**src/rtl/assert_macros.svh**
```systemverilog
// Assertion helpers shared by the RTL.
// Synthesis sees empty bodies.
`ifndef ASSERT_MACROS_SVH
`define ASSERT_MACROS_SVH

`ifndef SYNTHESIS

// Property must hold at every clock edge out of reset.
`define ASSERT_PROP(lbl, clk, rst_n, prop) \
	lbl: assert property (@(posedge clk) disable iff (!rst_n) (prop)) \
		else $error("assertion failed");

// Expression must never be true out of reset.
`define ASSERT_NEVER(lbl, clk, rst_n, expr) \
	lbl: assert property (@(posedge clk) disable iff (!rst_n) !(expr)) \
		else $error("forbidden condition seen");

`else

`define ASSERT_PROP(lbl, clk, rst_n, prop)
`define ASSERT_NEVER(lbl, clk, rst_n, expr)

`endif

`endif

```
**src/rtl/fqd_pkg.sv**
```systemverilog
package fqd_pkg;

	localparam int DEPTH_DEF      = 16;
	localparam int ITEM_WIDTH_DEF = 32;

	// command codes
	typedef enum logic [1:0] {
		CMD_ENQ = 2'd0,
		CMD_DEQ = 2'd1,
		CMD_DEL = 2'd2
	} cmd_t;

	// result status codes
	typedef enum logic [1:0] {
		ST_DONE = 2'd0,
		ST_MISS = 2'd1,
		ST_FULL = 2'd2
	} status_t;

	// controller states, one-hot
	typedef enum logic [3:0] {
		S_IDLE  = 4'b0001,
		S_DEQ   = 4'b0010,
		S_SCAN  = 4'b0100,
		S_SHIFT = 4'b1000
	} state_t;

endpackage

```
**src/rtl/fqd_ram.sv**
```systemverilog
// Simple dual-port RAM, registered read, read-before-write.
module fqd_ram #(
	parameter int WIDTH = 32,
	parameter int DEPTH = 16
) (
	input  logic                     clk,
	input  logic                     we,
	input  logic [$clog2(DEPTH)-1:0] waddr,
	input  logic [WIDTH-1:0]         wdata,
	input  logic [$clog2(DEPTH)-1:0] raddr,
	output logic [WIDTH-1:0]         rdata
);

	logic [WIDTH-1:0] mem [DEPTH];

	always_ff @(posedge clk) begin
		if (we) begin
			mem[waddr] <= wdata;
		end
		rdata <= mem[raddr];
	end

endmodule

```
**src/rtl/fifo_queue_with_value_delete.sv**
```systemverilog
// Channel   Handshake              Words
// --------  ---------------------  ------------------------------------------
// command   start && !busy         command, item_value
// result    strobe (one cycle)     status, read_value, is_empty, entry_count
//
// Enqueue: done at the accepting edge, which also registers the result; busy stays low.
// Dequeue: one RAM read, then the result is registered on leaving S_DEQ.
// Delete: one entry per cycle through the single RAM read port, scan up to the
//   match and then compaction to the tail.
// Reset clears pointers, count and controller; the RAM needs no clearing.
// The receiver cannot stall: each result is flagged by strobe for a single cycle.
`include "assert_macros.svh"

module fifo_queue_with_value_delete
	import fqd_pkg::*;
#(
	parameter int DEPTH      = DEPTH_DEF,
	parameter int ITEM_WIDTH = ITEM_WIDTH_DEF
) (
	input  logic        clk,
	input  logic        arst_n,
	input  logic        start,
	output logic        busy,
	input  logic [1:0]  command,
	input  logic [31:0] item_value,
	output logic        strobe,
	output logic [1:0]  status,
	output logic [31:0] read_value,
	output logic        is_empty,
	output logic [4:0]  entry_count
);

	localparam int AW = $clog2(DEPTH);
	localparam int CW = $clog2(DEPTH + 1);
	// bits of an item that the 32-bit port can actually carry
	localparam int VW = (ITEM_WIDTH < 32) ? ITEM_WIDTH : 32;

	function automatic logic [AW-1:0] wrap_next(input logic [AW-1:0] p);
		if (p == AW'(DEPTH - 1)) begin
			return '0;
		end
		return p + AW'(1);
	endfunction

	function automatic logic [AW-1:0] wrap_prev(input logic [AW-1:0] p);
		if (p == '0) begin
			return AW'(DEPTH - 1);
		end
		return p - AW'(1);
	endfunction

	state_t                state_q;
	logic [AW-1:0]         head_q;
	logic [AW-1:0]         tail_q;
	logic [CW-1:0]         count_q;
	// pos_q: scan position, later the compaction destination
	// k_q:   scan index from head, later the index of the entry being moved
	logic [AW-1:0]         pos_q;
	logic [CW-1:0]         k_q;
	logic [ITEM_WIDTH-1:0] val_q;
	logic                  strobe_q;
	status_t               status_q;
	logic [31:0]           read_value_q;

	logic                  accept;
	logic                  full;
	logic [ITEM_WIDTH-1:0] in_val;
	logic [AW-1:0]         pos_next;
	logic [CW-1:0]         k_next;

	logic                  ram_we;
	logic [AW-1:0]         ram_waddr;
	logic [ITEM_WIDTH-1:0] ram_wdata;
	logic [AW-1:0]         ram_raddr;
	logic [ITEM_WIDTH-1:0] ram_rdata;

	assign busy     = (state_q != S_IDLE);
	assign accept   = start && !busy;
	assign full     = (count_q == CW'(DEPTH));
	assign in_val   = ITEM_WIDTH'(item_value[VW-1:0]);
	assign pos_next = wrap_next(pos_q);
	assign k_next   = k_q + CW'(1);

	// RAM port control. Scan reads one entry ahead of the compare; compaction
	// writes entry j into slot j-1 while reading entry j+1, so a slot is always
	// read before it is overwritten.
	always_comb begin
		ram_we    = 1'b0;
		ram_waddr = tail_q;
		ram_wdata = in_val;
		ram_raddr = head_q;
		unique case (state_q)
			S_IDLE: begin
				ram_we = accept && (command == CMD_ENQ) && !full;
			end
			S_SCAN: begin
				ram_raddr = pos_next;
			end
			S_SHIFT: begin
				ram_we    = 1'b1;
				ram_waddr = pos_q;
				ram_wdata = ram_rdata;
				ram_raddr = wrap_next(pos_next);
			end
			default: begin
			end
		endcase
	end

	fqd_ram #(
		.WIDTH(ITEM_WIDTH),
		.DEPTH(DEPTH)
	) u_store (
		.clk  (clk),
		.we   (ram_we),
		.waddr(ram_waddr),
		.wdata(ram_wdata),
		.raddr(ram_raddr),
		.rdata(ram_rdata)
	);

	// control state
	always_ff @(posedge clk or negedge arst_n) begin
		if (!arst_n) begin
			state_q  <= S_IDLE;
			head_q   <= '0;
			tail_q   <= '0;
			count_q  <= '0;
			strobe_q <= 1'b0;
		end else begin
			strobe_q <= 1'b0;
			unique case (state_q)
				S_IDLE: begin
					if (accept) begin
						unique case (command)
							CMD_ENQ: begin
								strobe_q <= 1'b1;
								if (!full) begin
									tail_q  <= wrap_next(tail_q);
									count_q <= count_q + CW'(1);
								end
							end
							CMD_DEQ: begin
								if (count_q == '0) begin
									strobe_q <= 1'b1;
								end else begin
									state_q <= S_DEQ;
								end
							end
							CMD_DEL: begin
								if (count_q == '0) begin
									strobe_q <= 1'b1;
								end else begin
									state_q <= S_SCAN;
								end
							end
							default: begin
								strobe_q <= 1'b1;
							end
						endcase
					end
				end
				S_DEQ: begin
					head_q   <= wrap_next(head_q);
					count_q  <= count_q - CW'(1);
					strobe_q <= 1'b1;
					state_q  <= S_IDLE;
				end
				S_SCAN: begin
					if (ram_rdata == val_q) begin
						if (k_next == count_q) begin
							// match is the last entry: nothing to move
							tail_q   <= wrap_prev(tail_q);
							count_q  <= count_q - CW'(1);
							strobe_q <= 1'b1;
							state_q  <= S_IDLE;
						end else begin
							state_q <= S_SHIFT;
						end
					end else if (k_next == count_q) begin
						strobe_q <= 1'b1;
						state_q  <= S_IDLE;
					end
				end
				S_SHIFT: begin
					if (k_next == count_q) begin
						tail_q   <= wrap_prev(tail_q);
						count_q  <= count_q - CW'(1);
						strobe_q <= 1'b1;
						state_q  <= S_IDLE;
					end
				end
				default: begin
					state_q <= S_IDLE;
				end
			endcase
		end
	end

	// datapath registers, no reset needed
	always_ff @(posedge clk) begin
		unique case (state_q)
			S_IDLE: begin
				if (accept) begin
					read_value_q <= '0;
					val_q        <= in_val;
					pos_q        <= head_q;
					k_q          <= '0;
					unique case (command)
						CMD_ENQ:  status_q <= full ? ST_FULL : ST_DONE;
						default:  status_q <= ST_MISS;
					endcase
				end
			end
			S_DEQ: begin
				read_value_q <= 32'(ram_rdata[VW-1:0]);
				status_q     <= ST_DONE;
			end
			S_SCAN: begin
				if (ram_rdata == val_q) begin
					// pos_q stays as the first hole; k_q moves to the next entry
					k_q      <= k_next;
					status_q <= ST_DONE;
				end else begin
					pos_q <= pos_next;
					k_q   <= k_next;
				end
			end
			S_SHIFT: begin
				pos_q <= pos_next;
				k_q   <= k_next;
			end
			default: begin
			end
		endcase
	end

	assign strobe      = strobe_q;
	assign status      = status_q;
	assign read_value  = read_value_q;
	assign is_empty    = (count_q == '0);
	assign entry_count = 5'(count_q);

	`ASSERT_PROP(a_count_bound, clk, arst_n, count_q <= CW'(DEPTH))
	`ASSERT_PROP(a_strobe_idle, clk, arst_n, strobe_q |-> (state_q == S_IDLE))
	`ASSERT_PROP(a_enq_grows, clk, arst_n, (accept && (command == CMD_ENQ) && !full) |=> (strobe_q && (count_q == $past(count_q) + CW'(1))))
	`ASSERT_NEVER(a_no_write_scan, clk, arst_n, ram_we && ((state_q == S_SCAN) || (state_q == S_DEQ)))

endmodule

```
**config.mk**
```make
export PLATFORM = sky130hd
export DESIGN_NAME = fifo_queue_with_value_delete
export DESIGN_NICKNAME = d
export VERILOG_FILES = /design/src/rtl/fqd_pkg.sv /design/src/rtl/fqd_ram.sv /design/src/rtl/fifo_queue_with_value_delete.sv
export VERILOG_INCLUDE_DIRS = /design/src /design/src/rtl
export SDC_FILE = /design/constraint.sdc
export NUM_CORES = 1
export LEC_CHECK = 0
export ABC_AREA = 1
export BUFFER_PORTS_ARGS = -buffer_cell sky130_fd_sc_hd__clkbuf_2
export CAP_MARGIN = 10
export CORE_MARGIN = 4
export CORE_UTILIZATION = 40
export CTS_CLUSTER_DIAMETER = 120
export DETAILED_ROUTE_END_ITERATION = 8
export HOLD_SLACK_MARGIN = 0.12
export PLACE_DENSITY = 0.61
export SLEW_MARGIN = 15
export SYNTH_ARGS = -nofsm -noshare
export SYNTH_HDL_FRONTEND = slang
export SYNTH_SLANG_ARGS = --single-unit
```
**constraint.sdc**
```tcl
create_clock -name clk -period 4.85 [get_ports clk]
set_clock_uncertainty 0.1 [all_clocks]
set_input_delay 0.485 -clock clk [delete_from_list [all_inputs] [get_ports clk]]
set_output_delay 0.485 -clock clk [all_outputs]
set_load 0.03 [all_outputs]
```
Yosys cells after proc, flatten, opt, wreduce, memory -nomap -nowiden:

Memories as Yosys holds them, arrays and structs flattened. A register that Yosys moved wholly into a read port is not among the register bits.
Index checks and enable logic that the tools add are counted.

* bits in registers: 93
* latch bits: 0
* RAM bits: 512
* memory bits (read-only): 0
* output and inout bits: 42
* word-level logic and storage cells: 136
* memories kept: 1

* $add $sub $neg: 8
* multiply operators: 0
* divide/modulo/power cells: 0
* $lt $le $gt $ge: 0
* equal/unequal tests: 24
* shift operators: 0
* multiplexer cells: 70
* bitwise operators: 0
* reductions and logical operators: 23

Memories
* u_store.mem: depth 16, bits a word 32, rd ports 1, clocked after memory_dff 1, wr ports 1, line fqd_ram.sv:14 `logic [WIDTH-1:0] mem [DEPTH];`

Operator list (number)
* two-way mux 4 bit: 26
* two-way mux 32 bit: 2
* one-hot mux 32 bit (2 select lines): 1
* one-hot mux 4 bit (3 select lines): 3
* == test 32 bit: 1
* two-way mux 5 bit: 6
* two-way mux 1 bit: 21
* == test 4 bit (second input constant): 5
* one-hot mux 5 bit (4 select lines): 1
* adder 4 x 1 -> 4 bit (second input constant): 4
* one-hot mux 4 bit (2 select lines): 2
* != test 2 bit (second input constant): 7
* adder 5 x 1 -> 5 bit (second input constant): 2
* one-hot mux 5 bit (2 select lines): 1
* two-way mux 2 bit: 4
* AND reduction 7 bit: 1
* != test 3 bit (second input constant): 2
* one-hot mux 2 bit (3 select lines): 1
* AND reduction 2 bit: 3
* AND reduction 3 bit: 2
* nonzero test 3 bit: 2
* == test 5 bit: 1
* == test 5 bit (second input constant): 1
* zero test 5 bit: 1
* 20 further kinds: 25

Logic depth before layout (Yosys ltp):

* depth after elaboration: 11
* gate-level depth with buffers: 16

By module:

Synthesis repeated with hierarchy kept, for this count alone.

* cell total of the unflattened synthesis: 2676
* area, all modules: 27845.5 sq um

Modules (own cells, without submodules)
* fqd_ram: instances 1, cells an instance 2120, area each 22730.6 sq um
* fifo_queue_with_value_delete: instances 1, cells an instance 556, area each 5114.9 sq um

Least setup slack after synthesis:

Ideal clock, no wire load.

* path kind: register to register
* start: reg state_q[0]
* end: mem u_store.mem[11][0] (enable)
* library setup time: 0.421 ns
* arrival: 4.563 ns
* data required time: 4.329 ns
* slack: -0.234 ns
* stages on the path, launching flop included: 9
* period minus slack after synthesis: 5.084 ns
* cell sequence: dfstp_2 > inv_1 > nor3_4 > inv_2 > nor2_1 > inv_1 > o31ai_2 > nand3_1 > nor2_1

* longest elaborated chain between the ends: 8

Ends and longest elaborated chain
* start: declaration: line fifo_queue_with_value_delete.sv:52 `state_t state_q;`
* start signal: assignment: line fifo_queue_with_value_delete.sv:125 `state_q <= S_IDLE;`
* start signal: assignment: line fifo_queue_with_value_delete.sv:147 `state_q <= S_DEQ;`
* start signal: assignment: line fifo_queue_with_value_delete.sv:154 `state_q <= S_SCAN;`
* != test 4 x 1 -> 1 bit: line fifo_queue_with_value_delete.sv:77 `assign busy = (state_q != S_IDLE);`
* net busy: line fifo_queue_with_value_delete.sv:23 `output logic busy,`
* zero test 1 bit: line fifo_queue_with_value_delete.sv:78 `assign accept = start && !busy;`
* logical AND 1 bit: line fifo_queue_with_value_delete.sv:78
* logical AND 1 bit (2 in a row): line fifo_queue_with_value_delete.sv:94 `ram_we = accept && (command == CMD_ENQ) && !full;`
* one-hot mux 1 bit (2 select lines): line fifo_queue_with_value_delete.sv:92 `unique case (state_q)`
* two-way mux 1 bit: line fqd_ram.sv:17 `if (we) begin`
* two-way mux 1 bit (not written as such): line fqd_ram.sv:18 `mem[waddr] <= wdata;`
* end: declaration: line fqd_ram.sv:14

The timed path passes the listed nets, and every way through them passes these cells.

Worst setup path in the final report:

* start: reg state_q[1]
* end: reg u_store.rdata[26] (read register of u_store.mem)

* longest elaborated chain between the ends: 2

Ends and longest elaborated chain
* == test 4 bit / == test 4 x 3 -> 1 bit (equally long branches): line fifo_queue_with_value_delete.sv:92
* one-hot mux 4 bit (2 select lines) *: line fifo_queue_with_value_delete.sv:92
* end: declaration: line fqd_ram.sv:11 `output logic [WIDTH-1:0] rdata`

Mark *: on every way between the ends. The rest lies on a longest branch, timed or not.
A chain may end at the register's enable or synchronous reset.

==> metrics.txt <==
outcome finished clean; die footprint 71900 um^2; start-to-end type of the worst setup path flop to flop; clock tree from TritonCTS done; max-slew headroom at the worst pin a little under a quarter; sequential share of power a little under two fifths; aggregate negative setup slack 0 ns; setup violation total in the final timing report 0; wire length of the first global-routing pass roughly 110000 um; area added between synthesis and finish 15.4%; width of the chip between 200 and 300 um; routed vias 18800; sequential area share after synthesis between 60% and 70%; via density per instance 5.42; top-area cell type share of the netlist area about two thirds; total internal power ~11000 uW; clock share of power 27.4%; antenna violation net count after detailed routing 0; Detailed Routing Iterations Pass 1 5; required time at the endpoint of the critical path between 5 and 6 ns; # port buffers 78; top cells by instance count after synthesis sky130_fd_sc_hd__nand2_1, sky130_fd_sc_hd__edfxtp_1, sky130_fd_sc_hd__nand3_1; vertical die dimension ~270 um; CTS Buf Count between 60 and 70; number of global-route vias before repair 18100; maximum number of pins on one net before global-route repair roughly 230; GR Util All Layers 19.8%; part of the total power dissipated in combinational logic 35.3%; arrival time worst endpoint just under 4 ns; total length of routed met3 wires a little over 5000 um; number of DRC markers after the initial detailed-route iteration approximately 1900; power density over the cells roughly 590 nW/um^2; distinct cell type count of the synthesized netlist 36; main area contributors after synthesis sky130_fd_sc_hd__edfxtp_1, sky130_fd_sc_hd__nand2_1, sky130_fd_sc_hd__nand3_1; Core Area ~67000 um^2; antenna cells 0; ratio of cells with drive above 1 in the final layout about 11%; Top Ports slightly below 80; switching part of the total about two fifths; final hold violation count 0; proportion of synthesized flip-flops having asynchronous set or reset 2.83%; Synthesis Warnings 0; latest clock arrival within the worst-skew pair slightly above 0.6 ns; clock slew seen by the registers of the worst setup and hold paths ~0.060 ns; DRC viols 0; unrepaired setup endpoints after global routing false; WL met2 approximately 35000 um; Tmin final 3.59 ns; Setup crit end kind flop; Yosys top cell by area sky130_fd_sc_hd__edfxtp_1; effective utilization at floorplan between 40% and 50%; CTS root buffer sky130_fd_sc_hd__clkbuf_16; TritonCTS Sinks roughly 640; Filler Cell Count around 6000; MaxCap Viol Count 0; average wire per cell in the routed design 20.8 um; Std-Cell Rows 95; crit share post-route between 70% and 80%; Post-Synthesis Cell Area around 27000 um^2; deepest level of the CTS H-tree 3; highest metal used met4; clock tree buffer depth 3; wl on met1 30500 um; count of cells resized by post-cts repair 0; largest fanout on the critical path ~120; synthesized net count ~2500; HPWL Detailed 38600 um; Worst Hold Class input port to flop; number of antenna violations at the first check in global routing 0; P_sw approximately 7000 uW; largest voltage drop on the vdd net around 0.44 mV; max-slew violation total from the final report 0; Final Routed Wirelength between 70000 and 80000 um; Critical Path Source Type flop; Worst Hold Margin between 0.15 and 0.2 ns; final weighted congestion in routability-driven placement 0.814; number of flops mapped to enable cells by yosys a little under 600; Fmax 278 MHz; average cell area after synthesis approximately 11 um^2; actual slew at the worst max-slew pin about 1.2 ns; number of synthesized register bits around 640; library cell with the highest instance count after synthesis sky130_fd_sc_hd__nand2_1; top_reg_cell synth sky130_fd_sc_hd__edfxtp_1; global route overflow 0; count of mapped cells out of synthesis 2434; static leakage roughly 0.012 uW; net count reported at finish between 2000 and 3000
metrics by stage:
step / util [%] / area, um^2 / total power [uW] / instances / setup WS, ns
after global routing: 46.5 / 31200 / 19500 / 3462 / 0.932
after CTS: 46.5 / 31200 / 18400 / 3462 / 1.26
final: 46.5 / 31200 / 18400 / 3462 / 1.26
after detailed placement: 42.8 / 28700 / 13400 / 3307 / 1.29
after global placement: 42.8 / 28700 / 13300 / 3307 / 1.33
after floorplan: - / 27100 / 11700 / 2434 / 0.358
power groups by stage:
stage	combinational (uW)	clock, uW	sequential, uW
2_1_floorplan	4600	0	7050
3_3_place_gp	6330	0	6930
3_5_place_dp	6420	0	6940
4_1_cts	6470	5130	6840
5_1_grt	7280	5370	6870
6_report	6490	5040	6830
layout by cell type, fill, tap and decap left out, types with 2 or more instances in the layout:
master	count
sky130_fd_sc_hd__a21oi_1	11
sky130_fd_sc_hd__buf_12	12
sky130_fd_sc_hd__buf_4	60
sky130_fd_sc_hd__bufinv_16	3
sky130_fd_sc_hd__clkbuf_1	18
sky130_fd_sc_hd__clkbuf_16	71
sky130_fd_sc_hd__clkbuf_2	78
sky130_fd_sc_hd__clkbuf_8	6
sky130_fd_sc_hd__clkinv_1	8
sky130_fd_sc_hd__clkinv_2	12
sky130_fd_sc_hd__clkinv_4	2
sky130_fd_sc_hd__clkinvlp_4	2
sky130_fd_sc_hd__dfrtp_1	17
sky130_fd_sc_hd__dfxtp_1	32
sky130_fd_sc_hd__dlygate4sd3_1	33
sky130_fd_sc_hd__edfxtp_1	587
sky130_fd_sc_hd__ha_1	14
sky130_fd_sc_hd__inv_1	146
sky130_fd_sc_hd__inv_2	4
sky130_fd_sc_hd__nand2_1	668
sky130_fd_sc_hd__nand2_4	4
sky130_fd_sc_hd__nand2_8	2
sky130_fd_sc_hd__nand3_1	439
sky130_fd_sc_hd__nand3_4	2
sky130_fd_sc_hd__nand3b_1	32
sky130_fd_sc_hd__nand4_1	111
sky130_fd_sc_hd__nor2_1	66
sky130_fd_sc_hd__nor2_4	18
sky130_fd_sc_hd__nor3_1	2
sky130_fd_sc_hd__nor3_4	2
sky130_fd_sc_hd__nor4_1	2
sky130_fd_sc_hd__o211ai_1	2
sky130_fd_sc_hd__o21ai_0	69
sky130_fd_sc_hd__o21ai_1	7
sky130_fd_sc_hd__o21ai_2	4
sky130_fd_sc_hd__xnor2_1	28
sky130_fd_sc_hd__xor2_1	5
layout make-up:
type / count / area (um^2) / area share [%]
flip-flops and latches: 637 / 18700 / 59.9
multi-input cells: 1496 / 7300 / 23.4
clock buffers: 95 / 1930 / 6.17
repair buffers: 183 / 1410 / 4.52
well taps: 873 / 1090 / 3.50
inverters: 151 / 568 / 1.82
clock inverters: 27 / 216 / 0.693
state kept, by name (all words and copies together), names as in the netlist:
signal / count
pos_q: 4
state_q: 4
read_value: 32
k_q: 5
head_q: 4
val_q: 32
u_store.rdata: 32
tail_q: 4
strobe: 1
entry_count: 5
status: 2
u_store.mem: 512
routing by layer:
layer | vias up | GRT usage [%]
met3 | 125 | 2.67
met4 | 0 | 6.55
met5 | - | 0
met2 | 778 | 32.5
met1 | 9143 | 27.4
li1 | 8716 | -
worst max-delay path, cell delays in order, from the launching register on:
cell and delay, ns:
sky130_fd_sc_hd__dfrtp_1 0.44, sky130_fd_sc_hd__nor2_4 0.22, sky130_fd_sc_hd__nand2_4 0.27, sky130_fd_sc_hd__nand2_1 0.27
sky130_fd_sc_hd__nand2_8 0.30, sky130_fd_sc_hd__nand2_8 0.73, sky130_fd_sc_hd__buf_4 0.53, sky130_fd_sc_hd__nand2_1 0.09
sky130_fd_sc_hd__o21ai_0 0.09, sky130_fd_sc_hd__nand2_1 0.08, sky130_fd_sc_hd__nand3_1 0.08, sky130_fd_sc_hd__nand2_1 0.06
sky130_fd_sc_hd__nand2_1 0.05, sky130_fd_sc_hd__nand2_1 0.06
kinds of logic after synthesis:
kind of cell	share of synthesized area [%]
and+or+nand+nor	22.5
buffers and inverters	4.70
adders and majority gates	0.721
AOI/OAI and AO/OA	1.91
DFF	69.1
xor gates and xnor gates	1.07
what timing repair did:
action / CTS / global route
hold buffers: 33 / 0
hold endpoints to repair: 50 / 0
setup buffers: 0 / 0
worst paths after layout:
check | slack, ns | from | depth (start not counted) | end
min in group asynchronous | 0.28 | arst_n | 2 | entry_count[2]
setup reg to reg | 1.26 | state_q[1] | 13 | u_store.rdata[26]
setup / recovery | 1.26 | state_q[1] | 13 | u_store.rdata[26]
hold / removal | 0.18 | start | 3 | state_q[1]
hold reg to reg | 0.41 | tail_q[3] | 2 | tail_q[3]
max in group asynchronous | 4.02 | arst_n | 2 | state_q[0]
No activity file was read; power rests on OpenSTA's default activity.
